`config.mk`:
```
export PLATFORM = sky130hd
export DESIGN_NAME = qc_order
export DESIGN_NICKNAME = d
export VERILOG_FILES = /design/src/qc_pkg.sv /design/src/qc_order.sv
export SDC_FILE = /design/constraint.sdc
export NUM_CORES = 1
export LEC_CHECK = 0
export BUFFER_PORTS_ARGS = -buffer_cell sky130_fd_sc_hd__buf_2
export CAP_MARGIN = 15
export CORE_ASPECT_RATIO = 2
export CORE_MARGIN = 1.5
export CORE_UTILIZATION = 45
export CTS_CLUSTER_SIZE = 8
export DETAILED_ROUTE_END_ITERATION = 6
export PLACE_DENSITY = 0.69
export SYNTH_ARGS = -nofsm -noshare
export SYNTH_HDL_FRONTEND = slang
export SYNTH_SLANG_ARGS = --single-unit
```
`constraint.sdc`:
```
create_clock -name aclk -period 4.32 [get_ports aclk]
set_input_delay 0.216 -clock aclk [delete_from_list [all_inputs] [get_ports aclk]]
set_output_delay 0.216 -clock aclk [all_outputs]
set_load 0.05 [all_outputs]
```
`src/qc_pkg.sv`:
```
// Package for the quadrilateral classifier: class codes, point indexes, ordering logic.
`default_nettype none
package qc_pkg;

    // Register stages from input acceptance to the output register
    localparam int NUM_STAGES = 7;

    typedef enum logic [2:0] {
        SHAPE_SQUARE    = 3'd0,
        SHAPE_RECTANGLE = 3'd1,
        SHAPE_RHOMBUS   = 3'd2,
        SHAPE_OTHER     = 3'd3,
        SHAPE_NOLABEL   = 3'd4
    } shape_class_t;

    // Index of one of the three movable points (B, C, D)
    typedef logic [1:0] pt_idx_t;
    localparam pt_idx_t PT_B = 2'd0;
    localparam pt_idx_t PT_C = 2'd1;
    localparam pt_idx_t PT_D = 2'd2;

    // Sign of one pairwise cross product
    typedef struct packed {
        logic neg;
        logic pos;
    } cross_sign_t;

    typedef struct packed {
        pt_idx_t p2;
        pt_idx_t p3;
        pt_idx_t p4;
    } pt_order_t;

    // True when cross(Pi - A, Pj - A) < 0, from the signs of the canonical pairs
    function automatic logic cross_neg(pt_idx_t i, pt_idx_t j,
                                       cross_sign_t bc, cross_sign_t bd,
                                       cross_sign_t cd);
        logic r;
        case ({i, j})
            {PT_B, PT_C}: r = bc.neg;
            {PT_C, PT_B}: r = bc.pos;
            {PT_B, PT_D}: r = bd.neg;
            {PT_D, PT_B}: r = bd.pos;
            {PT_C, PT_D}: r = cd.neg;
            {PT_D, PT_C}: r = cd.pos;
            default:      r = 1'b0;
        endcase
        return r;
    endfunction

    // Three compare-and-swaps that put B, C, D into angular order around A
    function automatic pt_order_t sort_points(cross_sign_t bc, cross_sign_t bd,
                                              cross_sign_t cd);
        pt_order_t o;
        pt_idx_t   t;
        o.p2 = PT_B;
        o.p3 = PT_C;
        o.p4 = PT_D;
        if (cross_neg(o.p2, o.p3, bc, bd, cd)) begin
            t = o.p2; o.p2 = o.p3; o.p3 = t;
        end
        if (cross_neg(o.p2, o.p4, bc, bd, cd)) begin
            t = o.p2; o.p2 = o.p4; o.p4 = t;
        end
        if (cross_neg(o.p3, o.p4, bc, bd, cd)) begin
            t = o.p3; o.p3 = o.p4; o.p4 = t;
        end
        return o;
    endfunction

endpackage
`default_nettype wire

```
`src/qc_order.sv`:
```
// Stage 3: angular ordering of the points and the edge vectors of the polygon.
`default_nettype none
module qc_order #(
    parameter int COORD_WIDTH = 16
) (
    input  wire logic                        aclk,
    input  wire logic                        adv,
    input  wire logic signed [COORD_WIDTH:0] vbx,
    input  wire logic signed [COORD_WIDTH:0] vby,
    input  wire logic signed [COORD_WIDTH:0] vcx,
    input  wire logic signed [COORD_WIDTH:0] vcy,
    input  wire logic signed [COORD_WIDTH:0] vdx,
    input  wire logic signed [COORD_WIDTH:0] vdy,
    input  wire qc_pkg::cross_sign_t         sgn_bc,
    input  wire qc_pkg::cross_sign_t         sgn_bd,
    input  wire qc_pkg::cross_sign_t         sgn_cd,
    output logic signed [COORD_WIDTH:0]      v2x,
    output logic signed [COORD_WIDTH:0]      v2y,
    output logic signed [COORD_WIDTH:0]      v4x,
    output logic signed [COORD_WIDTH:0]      v4y,
    output logic signed [COORD_WIDTH+1:0]    ux,
    output logic signed [COORD_WIDTH+1:0]    uy,
    output logic signed [COORD_WIDTH+1:0]    wx,
    output logic signed [COORD_WIDTH+1:0]    wy
);
    import qc_pkg::*;

    localparam int V = COORD_WIDTH + 1;
    localparam int U = COORD_WIDTH + 2;

    function automatic logic signed [V-1:0] pick(pt_idx_t i, logic signed [V-1:0] b,
                                                 logic signed [V-1:0] c,
                                                 logic signed [V-1:0] d);
        logic signed [V-1:0] r;
        case (i)
            PT_B:    r = b;
            PT_C:    r = c;
            default: r = d;
        endcase
        return r;
    endfunction

    pt_order_t ord;
    logic signed [V-1:0] p2x, p2y, p3x, p3y, p4x, p4y;
    logic signed [V-1:0] v2x_reg, v2y_reg, v4x_reg, v4y_reg;
    logic signed [U-1:0] ux_reg, uy_reg, wx_reg, wy_reg;

    always_comb begin
        ord = sort_points(sgn_bc, sgn_bd, sgn_cd);
        p2x = pick(ord.p2, vbx, vcx, vdx);
        p2y = pick(ord.p2, vby, vcy, vdy);
        p3x = pick(ord.p3, vbx, vcx, vdx);
        p3y = pick(ord.p3, vby, vcy, vdy);
        p4x = pick(ord.p4, vbx, vcx, vdx);
        p4y = pick(ord.p4, vby, vcy, vdy);
    end

    always_ff @(posedge aclk) begin
        if (adv) begin
            v2x_reg <= p2x;
            v2y_reg <= p2y;
            v4x_reg <= p4x;
            v4y_reg <= p4y;
            ux_reg  <= U'(p3x) - U'(p2x);
            uy_reg  <= U'(p3y) - U'(p2y);
            wx_reg  <= U'(p4x) - U'(p3x);
            wy_reg  <= U'(p4y) - U'(p3y);
        end
    end

    assign v2x = v2x_reg;
    assign v2y = v2y_reg;
    assign v4x = v4x_reg;
    assign v4y = v4y_reg;
    assign ux  = ux_reg;
    assign uy  = uy_reg;
    assign wx  = wx_reg;
    assign wy  = wy_reg;

endmodule
`default_nettype wire

```
==> results.yml <==
status:
  status: "completed"
power:
  p_per_area_nw_per_um2: 500.9
  p_seq_share_pct: 30.3
  internal_power_mw: 3.788
  p_comb_share_pct: 43.8
  p_leak_nw: 5.715
  vdd_ir_drop_max_mv: 0.4434
  p_clk_share_pct: 26.0
  p_switching_mw: 2.612
  switching_share_pct: 40.82
grt:
  grt_pass1_vias: 9212
  track_usage_pct: 26.04
  grt_max_degree: 67
  grt_pass1_wl_um: 48240
  antenna_found_initial: 9
  grt_overflow: 0
place:
  pre_cts_ws_ns: 0.2309
  port_buffers: 247
  dp_hpwl_um: 24330
  place.gp.congestion: 0.9080
  dpl_cell_area_sq_um: 12100
floorplan:
  die_x_um: 110.9
  die_h_um: 218.8
  placementRows: 78
  coreArea_sq_um: 22740
  start_util_pct: 46.07
  ios: 250
  die_area_sq_um: 24260
setup_path:
  crit_type: "in -> reg"
  start_kind: "primary input"
  cp-end-kind: "flip-flop"
  crit_fanout: 11
  startpoint: "sgn_bd[1]"
  cp.required_ns: 4.51
  crit_arrival_ns: 3.82
detailed_routing:
  drtPass1Iterations: 6
  drt_iter0_markers: 570
  drc_errors: 0
  post_drt_wl_per_cell_um: 19.42
  ant_nets: 0
  routed_wl_um: 31730
  vias: 9291
  viasPerCell: 5.686
logic_synthesis:
  synth_cell_type_count: 81
  postSynthCellCount: 1083
  yosysWarningCount: 0
  synth-async-reset-ratio_pct: 0
  synth_area_per_cell_sq_um: 9.672
  syn_area_sq_um: 10480
  synth_nets: 1253
  seq_area_frac_synth_pct: 40.13
  ys_seq_elements: 140
  synthFlopType: "edfxtp_1"
  synth_edf_count: 140
clocking:
  post_cts_buffers: 0
  clock_sinks: 140
  htreeDepth: 4
  cts_max_path_buffers: 2
  clk_pin_slew_ns: 0.06
  cts_made_buffers: 17
  cts_tree: "built"
  cts_resized: 0
  ctsRootBufferMaster: "clkbuf_16"
  cts.hold.buffers_added: 0
sta:
  max_slew.worst_pin.slew_ns: 0.7536
  finalHoldViolCount: 0
  slew_viol_final: 0
  tns_ns: 0
  period_share_pct: 83.97
  clock.fmax_mhz: 275.7
  setup_viol: 0
  slew_headroom_pct: 49.71
  grt_setup_unrepaired: "no"
  fin_crit_ns: 3.627
  layout_setup_ws_ns: 0.6926
min_path:
  min_to: "v4y[10]"
  whs_path_depth: 3
  holdCritStartpoint: "vdy[10]"
  min_path_type: "in -> reg"
finish:
  final_area_sq_um: 12780
  nNetsFinal: 1503
  final_util_pct: 56.18
  ff_latch_area_sq_um: 4204
  mostFrequentLayoutCells: "buf_2, edfxtp_1, nand2_1, inv_1, mux2i_1"
  drive_above_1_share_pct: 26.82
  fill_cells: 2034
  layout_commonest_cell: "buf_2"
  multi_input_area_sq_um: 5683
  syn2layout_area_growth_pct: 21.97
run:
  max-cap-violations: 0
==> power by group through the flow <==
stage | clock network, mW | registers [mW] | logic, mW
5_1_grt | 1.73 | 1.96 | 2.99
6_report | 1.66 | 1.94 | 2.80
3_5_place_dp | 0 | 1.96 | 2.79
4_1_cts | 1.68 | 1.94 | 2.80
3_3_place_gp | 0 | 1.96 | 2.76
2_1_floorplan | 0 | 2.87 | 1.17
==> final cells by class <==
class | count | area share, %
diodes | 8 | 0.1567
clock buffers | 19 | 3.389
clock inverters | 13 | 1.724
inverters | 108 | 3.173
multi-input cells | 790 | 44.48
flip-flops and latches | 140 | 32.91
well taps | 280 | 2.742
repair buffers | 276 | 11.43
==> kinds of logic after synthesis <==
family / Yosys count / share of synthesized area, %
AND/OR/NAND/NOR: 283 / 12.23
AO/OA/AOI/OAI: 273 / 18.06
buffers and inverters: 153 / 5.769
flip-flops: 140 / 40.13
multiplexers: 110 / 10.94
adder cells (fa/ha/maj): 64 / 7.848
XOR/XNOR: 60 / 5.017
==> per-layer routing <==
layer	vias up	GRT usage (%)	part of all wire, %
li1	4453	-	-
met1	4381	25.48	35
met2	340	48.19	54
met3	117	4.853	4.9
met4	0	19.40	6.8
met5	-	0	0
==> synthesized netlist by cell type (all sizes together), types with 14 or more instances <==
cell type  instances  share of area, %
clkbuf            24              0.86
mux2              33               3.5
edfxtp           140                40
buf               21               1.0
inv              107               3.8
a31oi             20               1.2
nand2            119               4.3
nor3              19              0.96
o21ai             59               2.9
a21oi             51               2.4
o21a              36               2.6
xnor2             53               4.4
nor2              68               2.4
a21o              14               1.0
nor2b             14              0.84
mux2i             77               7.4
ha                56               6.7
==> per-stage QoR <==
step	hold slack [ns]	instances	total power [mW]
2_1_floorplan	0.3285	1083	4.039
3_3_place_gp	0.5827	1594	4.726
3_5_place_dp	0.5788	1594	4.752
4_1_cts	0.1152	1626	6.427
5_1_grt	0.1468	1634	6.680
6_report	0.1374	1634	6.400
==> how the worst max path moves through the flow <==
stage | end | slack [ns] | depth (start not counted)
floorplan | wy[15] | 0.49 | 16
global placement | wy[12] | 0.27 | 14
CTS | wy[12] | 0.70 | 14
detailed placement | wy[12] | 0.23 | 14
global route | uy[16] | 0.31 | 17
finish | wy[12] | 0.69 | 14
==> critical path, cell delays in order <==
cell and delay, ns:
buf_2 0.22, mux2_2 0.39, nand2_1 0.41, o22a_1 0.21
o21a_1 0.19, inv_1 0.06, ha_1 0.21, fa_1 0.45
maj3_1 0.39, a211oi_1 0.30, o211ai_1 0.28, and2_1 0.26
o21ai_0 0.15, a31oi_1 0.06
(Power assumes the default switching activity.)
