--- config.mk ---
export PLATFORM = sky130hd
export DESIGN_NAME = qc_decide
export DESIGN_NICKNAME = d
export VERILOG_FILES = /design/src/qc_pkg.sv /design/src/qc_decide.sv
export SDC_FILE = /design/constraint.sdc
export NUM_CORES = 1
export LEC_CHECK = 0
export BUFFER_PORTS_ARGS = -buffer_cell sky130_fd_sc_hd__buf_2
export CELL_PAD_IN_SITES_DETAIL_PLACEMENT = 2
export CELL_PAD_IN_SITES_GLOBAL_PLACEMENT = 2
export CORE_MARGIN = 5
export CORE_UTILIZATION = 21
export DETAILED_ROUTE_END_ITERATION = 12
export GPL_TIMING_DRIVEN = 0
export PLACE_DENSITY = 0.8
export SLEW_MARGIN = 20
export SYNTH_ARGS = -nofsm -noshare
export SYNTH_HDL_FRONTEND = slang
export SYNTH_SLANG_ARGS = --single-unit
--- constraint.sdc ---
create_clock -name aclk -period 1.7 [get_ports aclk]
set_input_delay 0.17 -clock aclk [delete_from_list [all_inputs] [get_ports aclk]]
set_output_delay 0.17 -clock aclk [all_outputs]
set_load 0.02 [all_outputs]
--- src/qc_pkg.sv ---
// Package for the quadrilateral classifier: class codes, point indexes, ordering logic.
`default_nettype none
package qc_pkg;

    // Register stages from input acceptance to the output register
    localparam int NUM_STAGES = 7;

    typedef enum logic [2:0] {
        SHAPE_SQUARE    = 3'd0,
        SHAPE_RECTANGLE = 3'd1,
        SHAPE_RHOMBUS   = 3'd2,
        SHAPE_OTHER     = 3'd3,
        SHAPE_NOLABEL   = 3'd4
    } shape_class_t;

    // Index of one of the three movable points (B, C, D)
    typedef logic [1:0] pt_idx_t;
    localparam pt_idx_t PT_B = 2'd0;
    localparam pt_idx_t PT_C = 2'd1;
    localparam pt_idx_t PT_D = 2'd2;

    // Sign of one pairwise cross product
    typedef struct packed {
        logic neg;
        logic pos;
    } cross_sign_t;

    typedef struct packed {
        pt_idx_t p2;
        pt_idx_t p3;
        pt_idx_t p4;
    } pt_order_t;

    // True when cross(Pi - A, Pj - A) < 0, from the signs of the canonical pairs
    function automatic logic cross_neg(pt_idx_t i, pt_idx_t j,
                                       cross_sign_t bc, cross_sign_t bd,
                                       cross_sign_t cd);
        logic r;
        case ({i, j})
            {PT_B, PT_C}: r = bc.neg;
            {PT_C, PT_B}: r = bc.pos;
            {PT_B, PT_D}: r = bd.neg;
            {PT_D, PT_B}: r = bd.pos;
            {PT_C, PT_D}: r = cd.neg;
            {PT_D, PT_C}: r = cd.pos;
            default:      r = 1'b0;
        endcase
        return r;
    endfunction

    // Three compare-and-swaps that put B, C, D into angular order around A
    function automatic pt_order_t sort_points(cross_sign_t bc, cross_sign_t bd,
                                              cross_sign_t cd);
        pt_order_t o;
        pt_idx_t   t;
        o.p2 = PT_B;
        o.p3 = PT_C;
        o.p4 = PT_D;
        if (cross_neg(o.p2, o.p3, bc, bd, cd)) begin
            t = o.p2; o.p2 = o.p3; o.p3 = t;
        end
        if (cross_neg(o.p2, o.p4, bc, bd, cd)) begin
            t = o.p2; o.p2 = o.p4; o.p4 = t;
        end
        if (cross_neg(o.p3, o.p4, bc, bd, cd)) begin
            t = o.p3; o.p3 = o.p4; o.p4 = t;
        end
        return o;
    endfunction

endpackage
`default_nettype wire

--- src/qc_decide.sv ---
// Stage 6: side-length comparisons and the output class register.
`default_nettype none
module qc_decide #(
    parameter int COORD_WIDTH = 16
) (
    input  wire logic                           aclk,
    input  wire logic                           aresetn,
    input  wire logic                           adv,
    input  wire logic                           vld_in,
    input  wire logic signed [2*COORD_WIDTH+4:0] s12,
    input  wire logic signed [2*COORD_WIDTH+4:0] s23,
    input  wire logic signed [2*COORD_WIDTH+4:0] s34,
    input  wire logic signed [2*COORD_WIDTH+4:0] s41,
    input  wire logic                           right_angles,
    output qc_pkg::shape_class_t                shape_class
);
    import qc_pkg::*;

    shape_class_t cls_reg, cls_next;
    logic         all_equal, opposite_equal;

    always_comb begin
        all_equal      = (s12 == s23) && (s34 == s41) && (s12 == s41);
        opposite_equal = (s12 == s34) && (s23 == s41) && (s12 != s41);
        if (right_angles) begin
            if (all_equal) begin
                cls_next = SHAPE_SQUARE;
            end else if (opposite_equal) begin
                cls_next = SHAPE_RECTANGLE;
            end else begin
                cls_next = SHAPE_NOLABEL;
            end
        end else if (all_equal) begin
            cls_next = SHAPE_RHOMBUS;
        end else begin
            cls_next = SHAPE_OTHER;
        end
    end

    always_ff @(posedge aclk) begin
        if (adv) begin
            cls_reg <= cls_next;
        end
    end

    assign shape_class = cls_reg;

    // A loaded class agrees with the right-angle test it came from
    a_class_matches_angles: assert property (@(posedge aclk) disable iff (!aresetn)
        (adv && vld_in) |=>
            ((cls_reg == SHAPE_RHOMBUS || cls_reg == SHAPE_OTHER) == !$past(right_angles)))
        else $error("class does not match right-angle test");

endmodule
`default_nettype wire

==> key figures, run 1 <==
Flow run
  – Total of max-cap violations: 0

Critical path
  – Critical path cell sequence: buf_2, xnor2_1, nand4_1, nor3_1, nand3_1, nor3_2, a311oi_1
  – Crit path largest cell delay: about 0.42 ns
  – Critical path class: in2reg
  – Critical path origin: s12[32]
  – Critical path data required time: 1.64 ns
  – Slowest cell on the critical path: xnor2_1
  – Crit path launch type: input pin
  – Maximum fanout along the worst path: 3
  – Crit path capture type: flop
  – CP arrival: about 1.6 ns

Clock network
  – CTS root buffer: clkbuf_8
  – H-tree depth: 1
  – Num CTS Buffers: 3
  – Max clock buf depth: 2
  – Clk sinks: 3
  – Worst-path clk slew: approximately 0.030 ns
  – CTS tree: built

Place
  – PortBufs: between 150 and 200
  – DP Wirelength: approximately 11000 µm
  – GP Congestion: approximately 0.88
  – DP Area: between 3000 and 4000 µm²

STA
  – Setup violators final: 0
  – Hold_ws: roughly 0.21 ns
  – Period Utilization, post-route: 0.996
  – Final hold vios: 0
  – Max Clock Freq: approximately 0.59 GHz
  – Worst slew pin tran: slightly above 0.5 ns
  – Tmin final: about 1.7 ns
  – Slew Viols, Final: 0
  – Final setup TNS: 0 ns
  – Setup repair after global routing missed its margin: true
  – Max_slew headroom: 0.658

Finish
  – FF+latch area: 90.1 µm²
  – Max reg flops: 3
  – Fill cells: roughly 1200
  – Layout net count: between 500 and 600
  – Final Instance Area: approximately 3200 µm²
  – Area delta synth->final: 49.6%
  – Share of cells above drive strength 1: 0.417
  – Multi-input logic area: 2130 µm²
  – Post-layout util: 0.317

Pwr
  – Peak supply drop: 0.289 mV
  – P_leak: between 1 and 1.5 nW
  – Power per cell area: 366 nW/µm²
  – Tot Pwr: ~1.2 mW

Die
  – Core ar.: a little over 10000 µm²
  – Full die area: roughly 12000 µm²
  – Die X: 111 µm
  – Starting Density: 0.212
  – Die height: 111 µm
  – Row cnt: 37
  – IO Count: ~160

Route
  – Routed WL: 11700 µm
  – First drt pass iteration count: 4
  – Antenna Violating Nets Remaining: 0
  – DR vias: ~2500
  – DR WL/cell: 21.2 µm
  – DRT iter0 DRCs: 85
  – DRC violations left: 0
  – Post-DR vias/cell: 4.61

Yosys
  – Gate count of the mapped netlist: 257
  – Syn Nets: slightly above 400
  – Count leader, synth: xnor2_1
  – Synth area leader: xnor2_1
  – Synth warnings: 0
  – Post-synthesis register bit count: 3
  – Share of the synthesized area in the top cell type: 0.434
  – Seq/Total Area, Yosys: 0.0418
  – Netlist cell types: 16
  – Mapped cell area: around 2200 µm²
  – Post-synth EDFFs: 3
  – Synth Flop Type: edfxtp_1
  – Top cells by count, synth: 107 x xnor2_1, 74 x xor2_1, 29 x nand4_1
  – Post-synth ARST share: 0
  – Synth top area cells: xnor2_1 43%, xor2_1 30%, nand4_1 8.4%, nor4_1 5.8%, edfxtp_1 4.2%
  – Synthesized area per cell: 8.39 µm²

GRT
  – Number of global-route vias before repair: between 3000 and 4000
  – Largest net degree at the start of global routing: 5
  – Gr ovfl total: 0
  – First-pass GRT wire length: roughly 17000 µm
  – GR Util All Layers: 0.178
  – Initial antenna violation count: 1

Min path
  – HP Class: in2reg
  – Hold path startpoint: adv

Outcome
  – Status: complete, no violations
-- routing by layer --
metal,vias to the layer above,global-route usage,wire length [µm]
li1,1220,-,-
met1,1213,0.206,4580
met2,97,0.340,6140
met3,14,0.0321,728
met4,0,0.0397,244
met5,-,0,0
-- power breakdown --
part	switching [mW]	internal (mW)
combinational	0.480	0.401
sequential	0.00172	0.0886
clock	0.0479	0.160
-- layout make-up --
type,count,share of cell area
multi-input combinational,250,0.660
timing repair buffer,154,0.240
tap,136,0.0527
sequential,3,0.0279
clock buffer,4,0.0140
inverter,4,0.00465
antenna,1,0.000775
-- metrics by stage --
step,worst slack [ns],instances
6_report,0.00683,552
5_1_grt,-0.0000782,552
4_1_cts,0.0530,551
3_5_place_dp,-0.333,546
3_3_place_gp,-0.225,546
2_1_floorplan,0.311,257
-- cell usage in the layout (no fill, tap or decap), drive strengths merged --
master and instances:
a21oi 1, a221oi 1, nand4 30, edfxtp 3
nand3 5, diode 1, a311oi 1, o221ai 1
inv 4, nor3 4, a221o 1, xor2 74
xnor2 107, nor4 24, buf 154, o221a 1
clkbuf 4
-- critical path: cells and delay by family --
family	cells	cell delay, ns
and+or+nand+nor	4	0.83
xor gates and xnor gates	1	0.42
buffers and inverters	1	0.13
AOI/OAI and AO/OA	1	0.09
-- worst paths after layout --
path	endpoint	slack, ns	cells after the start
worst min-delay path	shape_class[2]	0.21	1
worst max-delay path	shape_class[2]	0.007	7
-- cell families after synthesis --
family                 Yosys count  share of synthesized area
AND/OR/NAND/NOR                 63                      0.192
XOR/XNOR                       181                      0.735
flip-flops                       3                     0.0418
buffers and inverters            4                    0.00696
AO/OA/AOI/OAI                    6                     0.0244
-- what timing repair did --
item / CTS / global route
gates resized for setup: 7 / 5
gates cloned: 0 / 0
endpoints found under the setup margin: 2 / 2
pin swaps: 3 / 4
setup buffers: 1 / 0
hold buffers: 0 / 0
Note: power is estimated with default switching activity, not from simulation.
==> run 2, diff against run 1 <==
--- a/config.mk
+++ b/config.mk
@@ -5,14 +5,15 @@
 export SDC_FILE = /design/constraint.sdc
 export NUM_CORES = 1
 export LEC_CHECK = 0
+export ABC_AREA = 1
 export BUFFER_PORTS_ARGS = -buffer_cell sky130_fd_sc_hd__buf_2
 export CELL_PAD_IN_SITES_DETAIL_PLACEMENT = 2
 export CELL_PAD_IN_SITES_GLOBAL_PLACEMENT = 2
 export CORE_MARGIN = 5
-export CORE_UTILIZATION = 21
+export CORE_UTILIZATION = 22
 export DETAILED_ROUTE_END_ITERATION = 12
 export GPL_TIMING_DRIVEN = 0
-export PLACE_DENSITY = 0.8
+export PLACE_DENSITY = 0.82
 export SLEW_MARGIN = 20
 export SYNTH_ARGS = -nofsm -noshare
 export SYNTH_HDL_FRONTEND = slang
==> run 2 against run 1 <==
Utilization shrank 2.3 points. Sequential share of layout area shrank 0.75 points. Sequential cell count is the same. Count of clock-buffer cells in the layout is the same. Critical path depth grew 5. Sequential power shrank 0.9%. Largest cell class unchanged. Final cell count grew 81%. First-iteration DRC count grew 36%. Critical endpoint unchanged. Via count grew 76%.
==> key figures, run 2 <==
Die
  – Starting Density: 0.222 (+0.00993)
  – Die X: 133 µm (+20%)
  – Full die area: 17700 µm² (+43%)
  – Core ar.: 15000 µm² (+48%)
  – Row cnt: 45 (+22%)
  – IO Count: 156 (unchanged)
  – Die height: 133 µm (+20%)

STA
  – Slew Viols, Final: 0 (unchanged)
  – Final setup margin: 0.0327 ns (+0.0259 ns)
  – Setup violators final: 0 (unchanged)
  – Setup repair after global routing missed its margin: false
  – Final setup TNS: 0 ns (unchanged)
  – Period Utilization, post-route: 0.981 (-0.0152)
  – Worst slew pin tran: 0.425 ns (-0.0836 ns)
  – Tmin final: 1.67 ns (-0.0259 ns)
  – Max_slew headroom: 0.714 (+0.0568)
  – Final hold vios: 0 (unchanged)
  – Max Clock Freq: 0.600 GHz (+1.6%)
  – Hold_ws: 0.199 ns (-0.0133 ns)

Finish
  – Commonest non-fill, non-tap cells in the layout: 248 x nand2_1, 153 x buf_2, 107 x nor2_1
  – Post-layout util: 0.293 (-0.0234)
  – Post-Layout Cell Count: 999 (+81%)
  – Most common cell after layout, fill and taps aside: nand2_1
  – Layout net count: 965 (+70%)
  – Final Instance Area: 4410 µm² (+37%)
  – Max reg flops: 3 (unchanged)
  – N_diodes: 0 (-1)
  – Area delta synth->final: 32.3%
  – Share of cells above drive strength 1: 0.224 (-0.192)

Critical path
  – Crit path capture type: flop
  – Maximum fanout along the worst path: 3 (unchanged)
  – CP arrival: 1.63 ns (about the same)
  – Crit path launch type: input pin
  – Critical path data required time: 1.66 ns (+0.02 ns)
  – Most frequent CP cell: nor2_1
  – Critical path class: in2reg
  – Crit path largest cell delay: 0.19 ns (-0.23 ns)
  – Slowest cell on the critical path: nor2_1
  – Critical path cell sequence: buf_2, inv_1, nand2_1, o21ai_0, nor2_1, nand2_1, nor2_2, nand2_1, nor2_1, nand3_1, nor2_1, nor2_1

Pwr
  – Clock power frac: 0.229 (+0.053)
  – Sequential fraction of design power: 0.055 (-0.021)
  – Tot Pwr: 1.63 mW (+38%)
  – Switching pwr: 772 µW (+46%)
  – P_int: 861 µW (+32%)
  – Peak supply drop: 0.288 mV (-0.41%)
  – P_leak: 2.32 nW (+80%)
  – Combinational share of power: 0.716 (-0.031)
  – Sw Ratio: 0.473 (+0.0235)
  – Power per cell area: 370 nW/µm² (+1.2%)

Clock network
  – CTS tree: built
  – Max clock buf depth: 2 (unchanged)
  – CTS root buffer: clkbuf_16
  – Worst-path clk slew: 0.03 ns (about the same)
  – Num CTS Buffers: 3 (unchanged)
  – H-tree depth: 1 (unchanged)
  – Clk sinks: 3 (unchanged)

Yosys
  – Gate count of the mapped netlist: 656 (+160%)
  – Post-synth ARST share: 0 (unchanged)
  – Synthesized area per cell: 5.08 µm² (-39%)
  – Count leader, synth: nand2_1
  – Synth warnings: 0 (unchanged)
  – Top cells by count, synth: 248 x nand2_1, 108 x nor2_1, 95 x xnor2_1
  – Synth area leader: nand2_1
  – Post-synthesis register bit count: 3 (unchanged)
  – Post-synth EDFFs: 3 (unchanged)
  – Synth top area cells: nand2_1 28%, xnor2_1 25%, nor2_1 12%, xor2_1 10%, inv_1 8.4%
  – Share of the synthesized area in the top cell type: 0.279 (-0.155)
  – Netlist cell types: 20 (+4)
  – Synth Flop Type: edfxtp_1
  – Syn Nets: 809 (+97%)
  – Seq/Total Area, Yosys: 0.0270 (-0.0147)
  – Mapped cell area: 3330 µm² (+55%)

Route
  – DRT iter0 DRCs: 116 (+36%)
  – DRC violations left: 0 (unchanged)
  – First drt pass iteration count: 4 (unchanged)
  – DR WL/cell: 17.5 µm (-17%)
  – DR vias: 4479 (+76%)
  – Post-DR vias/cell: 4.48 (-2.7%)
  – Antenna Violating Nets Remaining: 0 (unchanged)
  – Routed WL: 17500 µm (+49%)

GRT
  – Largest net degree at the start of global routing: 7 (+2)
  – Gr ovfl total: 0 (unchanged)
  – Initial antenna violation count: 0 (-1)
  – Number of global-route vias before repair: 5044 (+66%)
  – First-pass GRT wire length: 26600 µm (+56%)
  – GR Util All Layers: 0.191 (+0.0129)

Flow run
  – Total of max-cap violations: 0 (unchanged)

Place
  – DP Cell Count: 995 (+82%)
  – PortBufs: 151 (-1.3%)
  – DP Area: 4320 µm² (+40%)
  – DP Wirelength: 16400 µm (+49%)
  – GP Congestion: 0.874 (-1.2%)
  – Place WS: -0.160 ns (+0.173 ns)

Min path
  – Hold Path Depth: 1 (unchanged)
  – HP Class: in2reg

Outcome
  – Status: complete, no violations
-- run 2: final cells by class --
type | count | area [µm²]
Sequential cell | 3 | 90.1
Tap cell | 188 | 235
Clock buffer | 4 | 78.8
Timing Repair Buffer | 151 | 756
Inverter | 92 | 345
Fill cell | 2037 | 10600
Multi-Input combinational cell | 559 | 2900
Buffer | 2 | 10.0
-- run 2: per-layer routing --
metal  part of all wire  global-route usage  vias up  wire length, µm
met4              0.021              0.0411        0              375
met5                  0                   0        -                0
li1                   -                   -     2270                -
met3              0.049              0.0230       18              860
met2               0.48               0.349      110             8470
met1               0.44               0.241     2081             7760
-- run 2: power by group through the flow --
stage / sequential [mW] / clock (mW) / combinational, mW
final: 0.0895 / 0.374 / 1.17
after global routing: 0.0903 / 0.387 / 1.30
after CTS: 0.0896 / 0.380 / 1.18
after detailed placement: 0.0904 / 0 / 1.18
after global placement: 0.0903 / 0 / 1.15
after floorplan: 0.0987 / 0 / 0.591
-- run 2: cell families (layout without fill, tap and decap cells) --
family | Yosys count | after routing | synth area share
AOI/OAI and AO/OA | 21 | 21 | 0.0319
xor gates and xnor gates | 133 | 133 | 0.349
buffers and inverters | 94 | 249 | 0.107
DFF | 3 | 3 | 0.0270
and+or+nand+nor | 405 | 405 | 0.485
-- run 2: worst paths after layout --
path	startpoint	end
setup / recovery	s34[2]	shape_class[2]
hold / removal	adv	shape_class[1]
-- run 2: what timing repair did --
item,in CTS,in global routing
resized for setup,0,2
hold buffers,0,0
endpoints found under the setup margin,0,1
setup buffers,0,0
-- run 2: critical path, delay by kind of cell --
family,cells,cell delay (ns)
and+or+nand+nor,9,1.18
buffers and inverters,2,0.15
AOI/OAI and AO/OA,1,0.12
